===== config.mk =====
export PLATFORM = sky130hd
export DESIGN_NAME = pl_seq
export DESIGN_NICKNAME = d
export VERILOG_FILES = /design/src/hw/rtl/pl_pkg.sv /design/src/hw/rtl/pl_seq.sv
export SDC_FILE = /design/constraint.sdc
export NUM_CORES = 1
export LEC_CHECK = 0
export ABC_AREA = 1
export BUFFER_PORTS_ARGS = -buffer_cell sky130_fd_sc_hd__buf_4
export CAP_MARGIN = 10
export CORE_AREA = 2 2 123 125
export DETAILED_ROUTE_END_ITERATION = 6
export DIE_AREA = 0 0 125 127
export GPL_TIMING_DRIVEN = 1
export PLACE_DENSITY = 0.73
export SETUP_SLACK_MARGIN = 0.4
export SYNTH_ARGS = -nofsm -noshare
export SYNTH_HDL_FRONTEND = slang
export SYNTH_SLANG_ARGS = --single-unit
export TNS_END_PERCENT = 10

===== constraint.sdc =====
create_clock -name clk_i -period 3.3 [get_ports clk_i]
set_clock_uncertainty 0.2 [all_clocks]
set_input_delay 0.33 -clock clk_i [delete_from_list [all_inputs] [get_ports clk_i]]
set_output_delay 0.33 -clock clk_i [all_outputs]
set_load 0.05 [all_outputs]

===== src/hw/rtl/pl_pkg.sv =====
`timescale 1ns / 1ps
// ----------------------------------------------------------------------------
// pl_pkg: shared types for the positional list engine
// Request and response payloads, function codes and status codes.
// ----------------------------------------------------------------------------
package pl_pkg;

  localparam int PosW   = 9;
  localparam int CountW = 9;
  localparam int ValW   = 32;

  typedef enum logic [2:0] {
    FN_APPEND    = 3'd0,
    FN_PREPEND   = 3'd1,
    FN_INSERT    = 3'd2,
    FN_REM_LAST  = 3'd3,
    FN_REM_FIRST = 3'd4,
    FN_REM_AT    = 3'd5,
    FN_READ      = 3'd6
  } pl_func_e;

  typedef enum logic [1:0] {
    ST_OK    = 2'd0,
    ST_RANGE = 2'd1,
    ST_FULL  = 2'd2,
    ST_EMPTY = 2'd3
  } pl_status_e;

  typedef struct packed {
    logic [2:0]             func;
    logic [PosW-1:0]        position;
    logic signed [ValW-1:0] value;
  } pl_req_t;

  typedef struct packed {
    logic signed [ValW-1:0] read_value;
    logic [CountW-1:0]      count;
    logic [1:0]             status;
  } pl_rsp_t;

endpackage


===== src/hw/rtl/pl_seq.sv =====
`timescale 1ns / 1ps
// ----------------------------------------------------------------------------
// pl_seq: list sequencer
// Decodes a request, then walks the memory one entry per cycle through a
// shared cursor incrementer/decrementer to open or close a gap.
// ----------------------------------------------------------------------------
module pl_seq #(
  parameter int Capacity = 256,
  parameter int CntW     = 9,
  parameter int AddrW    = 8
) (
  input  logic                           clk_i,
  input  logic                           rst_ni,
  input  logic                           req_valid_i,
  input  pl_pkg::pl_req_t                req_i,
  output logic                           busy_o,
  output logic                           done_o,
  output pl_pkg::pl_rsp_t                rsp_o,
  input  logic                           take_i,
  output logic                           mem_we_o,
  output logic [AddrW-1:0]               mem_waddr_o,
  output logic signed [pl_pkg::ValW-1:0] mem_wdata_o,
  output logic [AddrW-1:0]               mem_raddr_o,
  input  logic signed [pl_pkg::ValW-1:0] mem_rdata_i
);
  import pl_pkg::*;

  localparam int XW = (CntW > PosW) ? CntW : PosW;

  typedef enum logic [2:0] {
    S_IDLE, S_READ, S_RWAIT, S_SHIFT, S_FILL, S_DONE
  } state_e;

  typedef enum logic [1:0] {
    K_DONE, K_READ, K_INS, K_REM
  } kind_e;

  state_e                 state_q;
  logic [CntW-1:0]        count_q;
  logic [AddrW-1:0]       cur_q, stop_q, at_q, wb_addr_q;
  logic                   wb_q, rd_act_q, ins_q;
  logic signed [ValW-1:0] val_q, rv_q;
  logic [1:0]             st_q;

  logic [XW-1:0]    pos_x, cnt_x;
  logic             full, empty;
  logic [AddrW-1:0] last_idx, pos_idx;
  logic [1:0]       dec_st;
  kind_e            dec_kind;
  logic [AddrW-1:0] dec_at;
  logic [AddrW-1:0] cur_inc, cur_dec, cur_next, wb_next;

  assign pos_x    = XW'(req_i.position);
  assign cnt_x    = XW'(count_q);
  assign full     = (count_q == CntW'(Capacity));
  assign empty    = (count_q == '0);
  assign last_idx = AddrW'(count_q - 1'b1);
  assign pos_idx  = AddrW'(req_i.position);

  // shared cursor unit: one incrementer, one decrementer
  assign cur_inc  = cur_q + 1'b1;
  assign cur_dec  = cur_q - 1'b1;
  assign cur_next = ins_q ? cur_dec : cur_inc;
  assign wb_next  = ins_q ? cur_inc : cur_dec;

  always_comb begin
    dec_st   = ST_OK;
    dec_kind = K_DONE;
    dec_at   = '0;
    case (req_i.func)
      FN_APPEND: begin
        if (full) begin
          dec_st = ST_FULL;
        end else begin
          dec_kind = K_INS;
          dec_at   = AddrW'(count_q);
        end
      end
      FN_PREPEND: begin
        if (full) begin
          dec_st = ST_FULL;
        end else begin
          dec_kind = K_INS;
        end
      end
      FN_INSERT: begin
        if (pos_x > cnt_x) begin
          dec_st = ST_RANGE;
        end else if (full) begin
          dec_st = ST_FULL;
        end else begin
          dec_kind = K_INS;
          dec_at   = pos_idx;
        end
      end
      FN_REM_LAST: begin
        if (empty) begin
          dec_st = ST_EMPTY;
        end else begin
          dec_kind = K_REM;
          dec_at   = last_idx;
        end
      end
      FN_REM_FIRST: begin
        if (empty) begin
          dec_st = ST_EMPTY;
        end else begin
          dec_kind = K_REM;
        end
      end
      FN_REM_AT: begin
        if (empty) begin
          dec_st = ST_EMPTY;
        end else if (pos_x >= cnt_x) begin
          dec_st = ST_RANGE;
        end else begin
          dec_kind = K_REM;
          dec_at   = pos_idx;
        end
      end
      FN_READ: begin
        if (pos_x >= cnt_x) begin
          dec_st = ST_RANGE;
        end else begin
          dec_kind = K_READ;
          dec_at   = pos_idx;
        end
      end
      default: begin
        dec_kind = K_DONE;
      end
    endcase
  end

  always_ff @(posedge clk_i or negedge rst_ni) begin
    if (!rst_ni) begin
      state_q   <= S_IDLE;
      count_q   <= '0;
      cur_q     <= '0;
      stop_q    <= '0;
      at_q      <= '0;
      wb_addr_q <= '0;
      wb_q      <= 1'b0;
      rd_act_q  <= 1'b0;
      ins_q     <= 1'b0;
      val_q     <= '0;
      rv_q      <= '0;
      st_q      <= ST_OK;
    end else begin
      case (state_q)
        S_IDLE: begin
          if (req_valid_i) begin
            rv_q  <= '0;
            st_q  <= dec_st;
            at_q  <= dec_at;
            val_q <= req_i.value;
            ins_q <= (dec_kind == K_INS);
            wb_q  <= 1'b0;
            case (dec_kind)
              K_READ: state_q <= S_READ;
              K_INS: begin
                if (CntW'(dec_at) == count_q) begin
                  state_q <= S_FILL;
                end else begin
                  cur_q    <= last_idx;
                  stop_q   <= dec_at;
                  rd_act_q <= 1'b1;
                  state_q  <= S_SHIFT;
                end
              end
              K_REM: begin
                if (dec_at == last_idx) begin
                  count_q <= count_q - 1'b1;
                  state_q <= S_DONE;
                end else begin
                  cur_q    <= dec_at + 1'b1;
                  stop_q   <= last_idx;
                  rd_act_q <= 1'b1;
                  state_q  <= S_SHIFT;
                end
              end
              default: state_q <= S_DONE;
            endcase
          end
        end
        S_READ: begin
          state_q <= S_RWAIT;
        end
        S_RWAIT: begin
          rv_q    <= mem_rdata_i;
          state_q <= S_DONE;
        end
        S_SHIFT: begin
          wb_q <= rd_act_q;
          if (rd_act_q) begin
            wb_addr_q <= wb_next;
            if (cur_q == stop_q) begin
              rd_act_q <= 1'b0;
            end else begin
              cur_q <= cur_next;
            end
          end else if (!wb_q) begin
            if (ins_q) begin
              state_q <= S_FILL;
            end else begin
              count_q <= count_q - 1'b1;
              state_q <= S_DONE;
            end
          end
        end
        S_FILL: begin
          count_q <= count_q + 1'b1;
          state_q <= S_DONE;
        end
        S_DONE: begin
          if (take_i) begin
            state_q <= S_IDLE;
          end
        end
        default: state_q <= S_IDLE;
      endcase
    end
  end

  assign busy_o = (state_q != S_IDLE);
  assign done_o = (state_q == S_DONE);

  assign rsp_o.read_value = rv_q;
  assign rsp_o.count      = CountW'(count_q);
  assign rsp_o.status     = st_q;

  // write back the shifted entry, or the new element at the end of an insert
  assign mem_we_o    = ((state_q == S_SHIFT) && wb_q) || (state_q == S_FILL);
  assign mem_waddr_o = (state_q == S_FILL) ? at_q : wb_addr_q;
  assign mem_wdata_o = (state_q == S_FILL) ? val_q : mem_rdata_i;
  assign mem_raddr_o = (state_q == S_READ) ? at_q : cur_q;

endmodule


==> run summary, run 1 <==
Run status: finished clean
Compound-Gate Fraction of Synth Area: 14.22%
Syn_area_per_cell: 7.248 um2
Core area: 14420 um2
DP Area: 8813 um2
P_leak: 5.310 nW
Count of final setup violators: 0
Antenna violations before repair: 0
Initial DRC Count: 544
Setup crit end kind: register
Mux cell area share after synthesis: 0%
Critical path class: reg -> reg
Met1 wire length: 10220 um
Starting density of the core: 49.90%
Finished Layout Cells: 1458
Seq pwr share: 21.8%
Count leader, synth: nand2_1
Routed length on met2: 11790 um
Logic pwr share: 61.0%
Clock tree buffer depth: 2
Tmin final: 3.217 ns
First-pass GRT wire length: 39070 um
# DRC: 0
Max incr delay on CP: 0.48 ns
Synth area leaders: dfrtp_1, nand2_1, o21ai_0, inv_1, nand3_1
R2R depth: 21
H-tree depth: 4
CP cell instances: inv_4 > ha_4 > a21oi_2 > nor2_1 > nor2_1 > nand2_2 > buf_4 > buf_4 > buf_4 > buf_4 > buf_4 > buf_4 > buf_4 > buf_4 > buf_4 > buf_4 > buf_4 > nand3_2 > nand3_2 > nand2_1 > nand2_1
Main combinational cell family by area after synthesis: simple AND/OR/NAND/NOR gates
Final nets: 1355
Fraction of registers with async set/reset: 100.0%
Vias in the first global route: 7778
Seq/Total Area, Yosys: 39.29%
CTS buffer count: 17
Hold Fails Final Rpt: 0
Net Sw Frac: 51.98%
CTS tree: built
Synth cell count leaders: nand2_1, o21ai_0, dfrtp_1
Worst setup SP type: register
Yosys top cell area share: 39.29%
# clock sinks: 113
Clk root buf: clkbuf_16
Worst Path Required: 3.41 ns
P_sw: 6.041 mW
Vias: 7768
Via/cell ratio: 5.328
Pwr per Cell Area: 1099 nW/um2
Die area: 15880 um2
Internal: 5.580 mW
HP Class: in -> reg
Max Used Layer: met4
Slew Limit Fails: 0
Synth Area in Simple Gates: 30.89%
GP Congestion: 0.9727
Top delay family on crit path: buffers and inverters
Setup TNS: 0 ns
Area leader, netlist: dfrtp_1
Reg2reg setup slack: 0.08 ns
Syn Std Cell Area: 7197 um2
Critical path arrival: 3.33 ns
HP Start: mem_rdata_i[13]
Per-cell routed wire length: 16.71 um
CP Max Fanout: 4
Clock network power share: 17.2%
Port bufs: 173
Actual slew at the worst max-slew pin: 0.7193 ns
Peak supply drop: 0.0005946 V
Yosys cell types: 44
Area Overhead vs Synth: 46.90%
Detailed Place HPWL: 15930 um
RSZ-0062 raised after global routing: yes
Worst hold endpoint: rv_q[13]
Post-Synth Adder-Cell Area: 2.434%
Seq cells post-synth: 113
First-pass detailed-route iteration total: 5
Max Cap Viol: 0
Placed cell count: 1333
Routed WL: 24370 um
Met3 WL post-DR: 1505 um
Final non-filler cell area: 10570 um2
Synth Area in XOR/XNOR: 4.607%
Die extent in y: 127 um
Mapped Cells: 993
Crit path buffers/inverters: 12
Synth Net Count: 1087
Grt ovf: 0
Tot GR Track Use: 30.48%
Row count: 44
Period Utilization, post-route: 97.50%
Die Wd: 125 um
Ant diodes: 0
Ys Warns: 0
Achievable Freq: 310.8 MHz
CTS clk-pin slew, worst paths: 0.06 ns
Largest net degree at the start of global routing: 69
# IOs: 174
Post-synth EDFFs: 0
Slew headroom: 52.00%
Critical-path top delay cell: dfrtp_4
Hold path depth: 3
Clk_lat worst skew: 0.42 ns
Most used cell, CP: buf_4
Routed Antenna Nets: 0
R2r startpoint: cnt_x[4]
Ys flop type: dfrtp_1
Worst path depth: 21
Critical R2R Capture: st_q[0]
Core Util, Final: 73.30%
Hold WS: 0.0005875 ns
Layout cells sized above 1: 31.00%
## per-stage QoR
step	power, mW	setup WS [ns]
3_5_place_dp	8.978	0.07505
4_1_cts	11.37	0.2207
5_1_grt	12.28	-0.02128
6_report	11.62	0.08263
2_1_floorplan	7.091	0.2228
3_3_place_gp	8.897	0.1602
## worst max path at each step
| stage | to | slack (ns) | from |
|---|---|---|---|
| global route | st_q[0] | -0.02 | cnt_x[4] |
| finish | st_q[0] | 0.08 | cnt_x[4] |
| CTS | state_q[2] | 0.22 | cnt_x[5] |
| global placement | cnt_x[5] | 0.16 | cnt_x[5] |
| detailed placement | stop_q[6] | 0.08 | cnt_x[5] |
| floorplan | cnt_x[8] | 0.22 | cnt_x[6] |
## cells in the final DEF (no fill, tap or decap), types with 3 or more instances in the layout
cell / n
nand2_8: 6
nand4_1: 11
a21oi_2: 3
o22ai_1: 8
nand3_4: 3
nor4_1: 3
clkbuf_16: 17
buf_4: 230
inv_2: 14
o21ai_0: 132
nor3_1: 9
nand3_1: 60
xnor2_1: 4
ha_4: 5
clkbuf_8: 5
nor2_4: 10
a21oi_1: 19
clkinv_4: 5
a22oi_1: 3
o21ai_2: 11
inv_4: 4
bufinv_16: 3
nand3_2: 10
dfrtp_2: 7
inv_6: 4
inv_1: 90
nand2_2: 19
nand2_4: 16
ha_1: 7
xor2_2: 3
nor2_1: 36
nand2_1: 298
nor2_2: 6
dfrtp_1: 104
xor2_1: 26
o21ai_1: 7
dlygate4sd3_1: 55
## state kept, by name, summed over array words and instances, names as in the netlist, 2 cells and up
| name | flops |
|---|---|
| val_q | 32 |
| wb_addr_q | 8 |
| at_q | 8 |
| cnt_x | 9 |
| cur_q | 8 |
| rv_q | 32 |
| stop_q | 8 |
| st_q | 2 |
| state_q | 3 |
## area by class of cell
| type | instances | area (um2) |
|---|---|---|
| multi-input cells | 729 | 4089 |
| repair inverters | 1 | 8.758 |
| flip-flops and latches | 113 | 2844 |
| clock inverters | 10 | 146.4 |
| inverters | 113 | 462.9 |
| well taps | 184 | 230.2 |
| clock buffers | 22 | 494.2 |
| repair buffers | 286 | 2297 |
| fillers | 1124 | 3851 |
## timing repair
item / CTS / global route
pin swaps: 23 / 22
hold buffers: 55 / 0
gates resized for setup: 24 / 36
gates cloned: 4 / 0
hold endpoints to repair: 98 / 0
setup endpoints to repair: 29 / 36
buffers inserted: 28 / 6
## cells by family (layout without fill, tap and decap cells)
kind of cell / after synthesis / after routing
adders and majority gates: 14 / 14
buffers and inverters: 154 / 432
and+or+nand+nor: 488 / 491
DFF: 113 / 113
AOI/OAI and AO/OA: 190 / 190
xor gates and xnor gates: 34 / 34
## power groups by stage
stage / clock [mW] / combinational (mW) / sequential (mW)
floorplan: 0 / 3.84 / 3.25
global placement: 0 / 6.38 / 2.52
detailed placement: 0 / 6.44 / 2.54
CTS: 2.00 / 6.86 / 2.51
global route: 2.07 / 7.61 / 2.60
finish: 2.00 / 7.08 / 2.54
## tightest hold or removal path: stages
cell and delay [ns]:
buf_4 0.11, inv_1 0.05, o21ai_0 0.08
## routing by layer
layer,global-route usage [%],vias to the layer above
met2,51.15,315
met5,0,-
met4,12.35,0
met3,6.072,67
met1,38.92,3655
li1,-,3731
Note: power is estimated with default switching activity, not from simulation.
==> inputs of run 2 (changes only) <==
--- a/config.mk
+++ b/config.mk
@@ -8,11 +8,11 @@
 export ABC_AREA = 1
 export BUFFER_PORTS_ARGS = -buffer_cell sky130_fd_sc_hd__buf_4
 export CAP_MARGIN = 10
-export CORE_AREA = 2 2 123 125
+export CORE_AREA = 2 2 118 120
 export DETAILED_ROUTE_END_ITERATION = 6
-export DIE_AREA = 0 0 125 127
+export DIE_AREA = 0 0 120 122
 export GPL_TIMING_DRIVEN = 1
-export PLACE_DENSITY = 0.73
+export PLACE_DENSITY = 0.78
 export SETUP_SLACK_MARGIN = 0.4
 export SYNTH_ARGS = -nofsm -noshare
 export SYNTH_HDL_FRONTEND = slang
==> constraint.sdc (replaced) <==
create_clock -name clk_i -period 3.3 [get_ports clk_i]
set_clock_uncertainty 0.2 [all_clocks]
set_input_delay 0.33 -clock clk_i [delete_from_list [all_inputs] [get_ports clk_i]]
set_output_delay 0.33 -clock clk_i [all_outputs]
set_load 0.02 [all_outputs]
==> run summary, run 2 (synthesis gave the netlist of run 1 again) <==
Final non-filler cell area: 10630 um2 (+0.57%)
DP Area: 8805 um2 (about the same)
Largest net degree at the start of global routing: 69 (unchanged)
HP Class: in -> reg
Worst setup SP type: register
GP Congestion: 0.9810 (+0.85%)
# IOs: 174 (unchanged)
Area Overhead vs Synth: 47.74%
Max incr delay on CP: 0.41 ns (-0.07 ns)
R2R depth: 20 (-4.8%)
Hold WS: -0.009850 ns (-0.01044 ns)
H-tree depth: 4 (unchanged)
Via/cell ratio: 5.542 (+4.0%)
Ant diodes: 0 (unchanged)
Critical path class: reg -> reg
Tot GR Track Use: 33.90% (+3.4 points)
Count of final setup violators: 0 (unchanged)
Final nets: 1347 (-0.59%)
Hold path depth: 3 (unchanged)
P_leak: 5.313 nW (about the same)
Peak supply drop: 0.0006459 V (+8.6%)
Slew Limit Fails: 0 (unchanged)
HP Start: mem_rdata_i[5]
CTS buffer count: 17 (unchanged)
Worst hold endpoint: rv_q[5]
Critical-path top delay cell: dfrtp_2
Pwr per Cell Area: 1001 nW/um2 (-8.9%)
Vias in the first global route: 7677 (-1.3%)
Top delay family on crit path: simple AND/OR/NAND/NOR gates
Clk root buf: clkbuf_16
CP cell instances: inv_2 > ha_4 > a21oi_2 > nand2_2 > nor2_2 > nand2_2 > nand2_2 > nand3_4 > nand2_8 > nand2_4 > nand2_4 > buf_4 > nand2_1 > nor2_1 > nand4_1 > nand3_1 > nand2_1 > nand3_1 > nand3_2 > nand2_1
Critical path arrival: 3.24 ns (-0.09 ns)
Clock tree buffer depth: 2 (unchanged)
Die area: 14640 um2 (-7.8%)
Reg2reg setup slack: 0.23 ns (+0.15 ns)
Achievable Freq: 325.8 MHz (+4.8%)
# DRC: 0 (unchanged)
R2r startpoint: cnt_x[8]
Setup crit end kind: register
First-pass detailed-route iteration total: 6 (+1)
Crit path buffers/inverters: 2 (-10)
Multi-input gate area: 4213 um2 (+3.0%)
Die Wd: 120 um (-4.0%)
Starting density of the core: 53.29% (+3.4 points)
Actual slew at the worst max-slew pin: 0.7972 ns (+0.07787 ns)
Max Cap Viol: 0 (unchanged)
RSZ-0062 raised after global routing: yes
Failing checks: hold timing
Flip-flop and latch area: 2839 um2 (-0.18%)
Tmin final: 3.069 ns (-0.1480 ns)
# clock sinks: 113 (unchanged)
Routed WL: 25390 um (+4.2%)
Slew headroom: 46.80% (-5.2 points)
Most common cell after layout, fill and taps aside: nand2_1
Setup TNS: 0 ns (unchanged)
Period Utilization, post-route: 93.01% (-4.5 points)
CTS clk-pin slew, worst paths: 0.06 ns (about the same)
Vias: 8014 (+3.2%)
First-pass GRT wire length: 38610 um (-1.2%)
Antenna violations before repair: 0 (unchanged)
CTS tree: built
Run status: finished, violations left
Worst Path Required: 3.47 ns (+0.06 ns)
Row count: 43 (-2.3%)
Core area: 13500 um2 (-6.4%)
Fillers: 930 (-17%)
Commonest non-fill, non-tap cells in the layout: nand2_1, buf_4, o21ai_0
Die extent in y: 122 um (-3.9%)
Detailed Place HPWL: 15490 um (-2.8%)
Overall Power: 10.64 mW (-8.4%)
CP Max Fanout: 5 (+1)
Port bufs: 173 (unchanged)
Routed Antenna Nets: 0 (unchanged)
Hold Fails Final Rpt: 4 (+4)
Per-cell routed wire length: 17.56 um (+5.1%)
Critical R2R Capture: cur_q[7]
Initial DRC Count: 791 (+45%)
Grt ovf: 0 (unchanged)
Clk_lat worst skew: 0.44 ns (+0.02 ns)
Layout cells sized above 1: 32.15% (+1.1 points)
## run 2: power by group
part | switching (mW) | total, mW | internal [mW]
clock network | 0.774 | 1.98 | 1.21
registers | 0.490 | 2.52 | 2.03
logic | 3.84 | 6.13 | 2.29
total | 5.11 | 10.6 | 5.53
## run 2: stage by stage
step           cells  utilization, %  worst slack, ns
6_report        1446           78.74           0.2306
5_1_grt         1446           78.74          0.06108
4_1_cts         1436           76.59           0.3783
3_5_place_dp    1327           65.20           0.1098
3_3_place_gp    1327           65.20           0.1638
2_1_floorplan    993               -           0.3390
## run 2: worst max path at each step
stage / cells past startpoint / slack [ns] / end / start
6_report: 20 / 0.23 / cur_q[7] / cnt_x[8]
5_1_grt: 21 / 0.06 / state_q[2] / cnt_x[8]
4_1_cts: 22 / 0.38 / cnt_x[5] / cnt_x[6]
3_5_place_dp: 23 / 0.11 / stop_q[5] / cnt_x[8]
3_3_place_gp: 23 / 0.16 / cnt_x[8] / cnt_x[8]
2_1_floorplan: 24 / 0.34 / cnt_x[8] / cnt_x[6]
## run 2: repair_timing
| item | 4_1_cts | 5_1_grt |
|---|---|---|
| cloned | 4 | 0 |
| endpoints found under the hold margin | 95 | 1 |
| buffers inserted | 22 | 9 |
| hold buffers | 51 | 1 |
| endpoints found under the setup margin | 29 | 37 |
| resized for setup | 37 | 51 |
| pin swaps | 18 | 34 |
## run 2: area by class of cell
cell class	instances	share of cell area (%)
Multi-Input combinational cell	729	39.62
Sequential cell	113	26.70
Timing Repair Buffer	278	21.24
Inverter	113	4.307
Clock buffer	17	4.001
Tap cell	180	2.118
Clock inverter	15	1.859
Timing Repair inverter	1	0.1530
## run 2: layer usage
metal,routed length [um],vias to the layer above,track usage [%]
met5,0,-,0
met4,892,0,15.51
met3,1895,87,6.461
met2,12570,414,56.39
met1,10030,3788,42.97
li1,-,3725,-
## run 2: tightest hold or removal path: stages
cell and delay (ns):
buf_4 0.10, inv_1 0.05, o21ai_0 0.09
==> inputs of run 3 (changes only) <==
--- a/config.mk
+++ b/config.mk
@@ -6,7 +6,7 @@
 export NUM_CORES = 1
 export LEC_CHECK = 0
 export ABC_AREA = 1
-export BUFFER_PORTS_ARGS = -buffer_cell sky130_fd_sc_hd__buf_4
+export BUFFER_PORTS_ARGS = -buffer_cell sky130_fd_sc_hd__buf_2
 export CAP_MARGIN = 10
 export CORE_AREA = 2 2 118 120
 export DETAILED_ROUTE_END_ITERATION = 6
@@ -14,6 +14,7 @@
 export GPL_TIMING_DRIVEN = 1
 export PLACE_DENSITY = 0.78
 export SETUP_SLACK_MARGIN = 0.4
+export SKIP_LAST_GASP = 1
 export SYNTH_ARGS = -nofsm -noshare
 export SYNTH_HDL_FRONTEND = slang
 export SYNTH_SLANG_ARGS = --single-unit
==> run summary, run 3 (synthesis gave the netlist of run 1 again) <==
Most common cell after layout, fill and taps aside: nand2_1
Antenna violations before repair: 0 (unchanged)
Period Utilization, post-route: 95.15% (+2.1 points)
CTS tree: built
Die area: 14640 um2 (unchanged)
R2R depth: 22 (+10%)
CP Max Fanout: 5 (unchanged)
Largest net degree at the start of global routing: 69 (unchanged)
Count of final setup violators: 0 (unchanged)
# DRC: 0 (unchanged)
R2r startpoint: cnt_x[7]
Vias: 8175 (+2.0%)
Reg2reg setup slack: 0.16 ns (-0.07 ns)
Area Overhead vs Synth: 42.11%
Routed Antenna Nets: 0 (unchanged)
Critical path arrival: 3.30 ns (+0.06 ns)
P_sw: 5.024 mW (-1.6%)
Slew headroom: 51.38% (+4.6 points)
Setup crit end kind: register
Tot GR Track Use: 33.50% (-0.41 points)
CTS clk-pin slew, worst paths: 0.06 ns (about the same)
Die extent in y: 122 um (unchanged)
Worst Path Required: 3.46 ns (about the same)
Seq pwr share: 24.2% (+0.5 points)
Via/cell ratio: 5.622 (+1.4%)
Routed WL: 25210 um (-0.71%)
Setup WS pre-CTS: 0.07584 ns (-0.03399 ns)
Port bufs: 173 (unchanged)
H-tree depth: 4 (unchanged)
Run status: finished clean
Worst hold endpoint: rv_q[6]
Row count: 43 (unchanged)
Core area: 13500 um2 (unchanged)
# IOs: 174 (unchanged)
Die Wd: 120 um (unchanged)
Per-cell routed wire length: 17.34 um (-1.3%)
Layout cells sized above 1: 32.03% (-0.12 points)
Achievable Freq: 318.5 MHz (-2.3%)
# clock sinks: 113 (unchanged)
Hold Fails Final Rpt: 0 (-4)
First-pass GRT wire length: 38430 um (-0.45%)
Internal: 5.398 mW (-2.5%)
Clock tree buffer depth: 2 (unchanged)
Ant diodes: 0 (unchanged)
Logic pwr share: 56.5% (-1.1 points)
Core Util, Final: 75.73% (-3.0 points)
Max Cap Viol: 0 (unchanged)
Fillers: 947 (+1.8%)
CTS buffer count: 17 (unchanged)
Detailed Place HPWL: 15300 um (-1.2%)
Critical path class: reg -> reg
Tmin final: 3.140 ns (+0.07072 ns)
Critical R2R Capture: cur_q[6]
HP Class: in -> reg
Hold path depth: 3 (unchanged)
Clk_lat worst skew: 0.42 ns (-0.02 ns)
Actual slew at the worst max-slew pin: 0.7293 ns (-0.06781 ns)
Net Sw Frac: 48.20% (+0.21 points)
Initial DRC Count: 998 (+26%)
Vias in the first global route: 7698 (+0.27%)
First-pass detailed-route iteration total: 5 (-1)
Starting density of the core: 53.29% (unchanged)
Pwr per Cell Area: 1019 nW/um2 (+1.8%)
Setup ws final: 0.1599 ns (-0.07072 ns)
Grt ovf: 0 (unchanged)
GP Congestion: 0.9517 (-3.0%)
Slew Limit Fails: 0 (unchanged)
Clk root buf: clkbuf_16
RSZ-0062 raised after global routing: yes
Peak supply drop: 0.0006005 V (-7.0%)
Clock network power share: 19.4% (+0.8 points)
P_leak: 5.254 nW (-1.1%)
Worst setup SP type: register
HP Start: mem_rdata_i[6]
Setup TNS: 0 ns (unchanged)
Final nets: 1355 (+0.59%)
Hold WS: 0.002784 ns (+0.01263 ns)
Commonest non-fill, non-tap cells in the layout: nand2_1, buf_2, o21ai_0
[run 3: changes by cell type in the layout (fill, tap and decap cells not counted), sizes merged]
cell,change
buf,+8
inv,-3
bufinv,+2
dlygate4sd3,-2
clkbuf,+1
nand2,+1
nand3,+1
[run 3: metrics by stage]
step / cell area, um2 / cells / power, mW
2_1_floorplan: 7257 / 993 / 5.929
3_3_place_gp: 8397 / 1330 / 7.364
3_5_place_dp: 8397 / 1330 / 7.466
4_1_cts: 10050 / 1449 / 10.01
5_1_grt: 10230 / 1454 / 11.03
6_report: 10230 / 1454 / 10.42
[run 3: worst max path at each step]
| stage | to | startpoint | cells after the start | slack [ns] |
|---|---|---|---|---|
| 2_1_floorplan | cnt_x[8] | cnt_x[6] | 24 | 0.34 |
| 5_1_grt | cur_q[6] | cnt_x[7] | 21 | 0.02 |
| 6_report | cur_q[6] | cnt_x[7] | 22 | 0.16 |
| 3_3_place_gp | cnt_x[8] | cnt_x[8] | 23 | 0.19 |
| 4_1_cts | cnt_x[8] | cnt_x[6] | 21 | 0.33 |
| 3_5_place_dp | stop_q[6] | cnt_x[8] | 23 | 0.08 |
[run 3: repair_timing]
item	in CTS	in global routing
gates resized for setup	44	31
cloned	6	0
hold buffers	50	0
hold endpoints to repair	100	0
buffers inserted	31	5
pin swaps	28	16
endpoints found under the setup margin	29	42
[run 3: critical path, stage by stage (launching register included)]
cell and delay (ns):
dfrtp_2 0.43, inv_4 0.07, ha_4 0.19, nand2_2 0.07, inv_2 0.05, nand2_4 0.10, nor2_4 0.04, nor2_2 0.12
nand2_2 0.13, nand2_4 0.12, nand3_4 0.14, nand2_8 0.17, nand2_4 0.07, nand2_4 0.08, inv_4 0.04, nand2_2 0.05
nand4_1 0.09, nor2_2 0.16, buf_4 0.13, nand4_1 0.22, nand3_2 0.26, nand2_1 0.07, nand2_1 0.06
[run 3: area by class of cell]
class                   instances  area, um2  share of cell area [%]
clock buffers                  18      429.2                   4.196
flip-flops and latches        113       2839                   27.76
clock inverters                14      211.5                   2.068
repair inverters                1      16.27                  0.1590
well taps                     180      225.2                   2.202
inverters                     113      457.9                   4.478
multi-input cells             731       4197                   41.03
repair buffers                284       1852                   18.11
[run 3: power groups by stage]
stage          Clock (mW)  Sequential, mW  Combinational, mW
5_1_grt              2.09            2.58               6.37
3_3_place_gp            0            2.49               4.88
6_report             2.02            2.52               5.88
2_1_floorplan           0            2.69               3.24
4_1_cts              2.02            2.49               5.50
3_5_place_dp            0            2.51               4.96
[run 3: routing by layer]
| metal | vias up | track usage (%) | share of wire (%) |
|---|---|---|---|
| met5 | - | 0 | 0 |
| met4 | 0 | 13.38 | 5.1 |
| met3 | 127 | 7.818 | 8.9 |
| met2 | 526 | 55.58 | 48 |
| met1 | 3777 | 42.47 | 38 |
| li1 | 3745 | - | - |
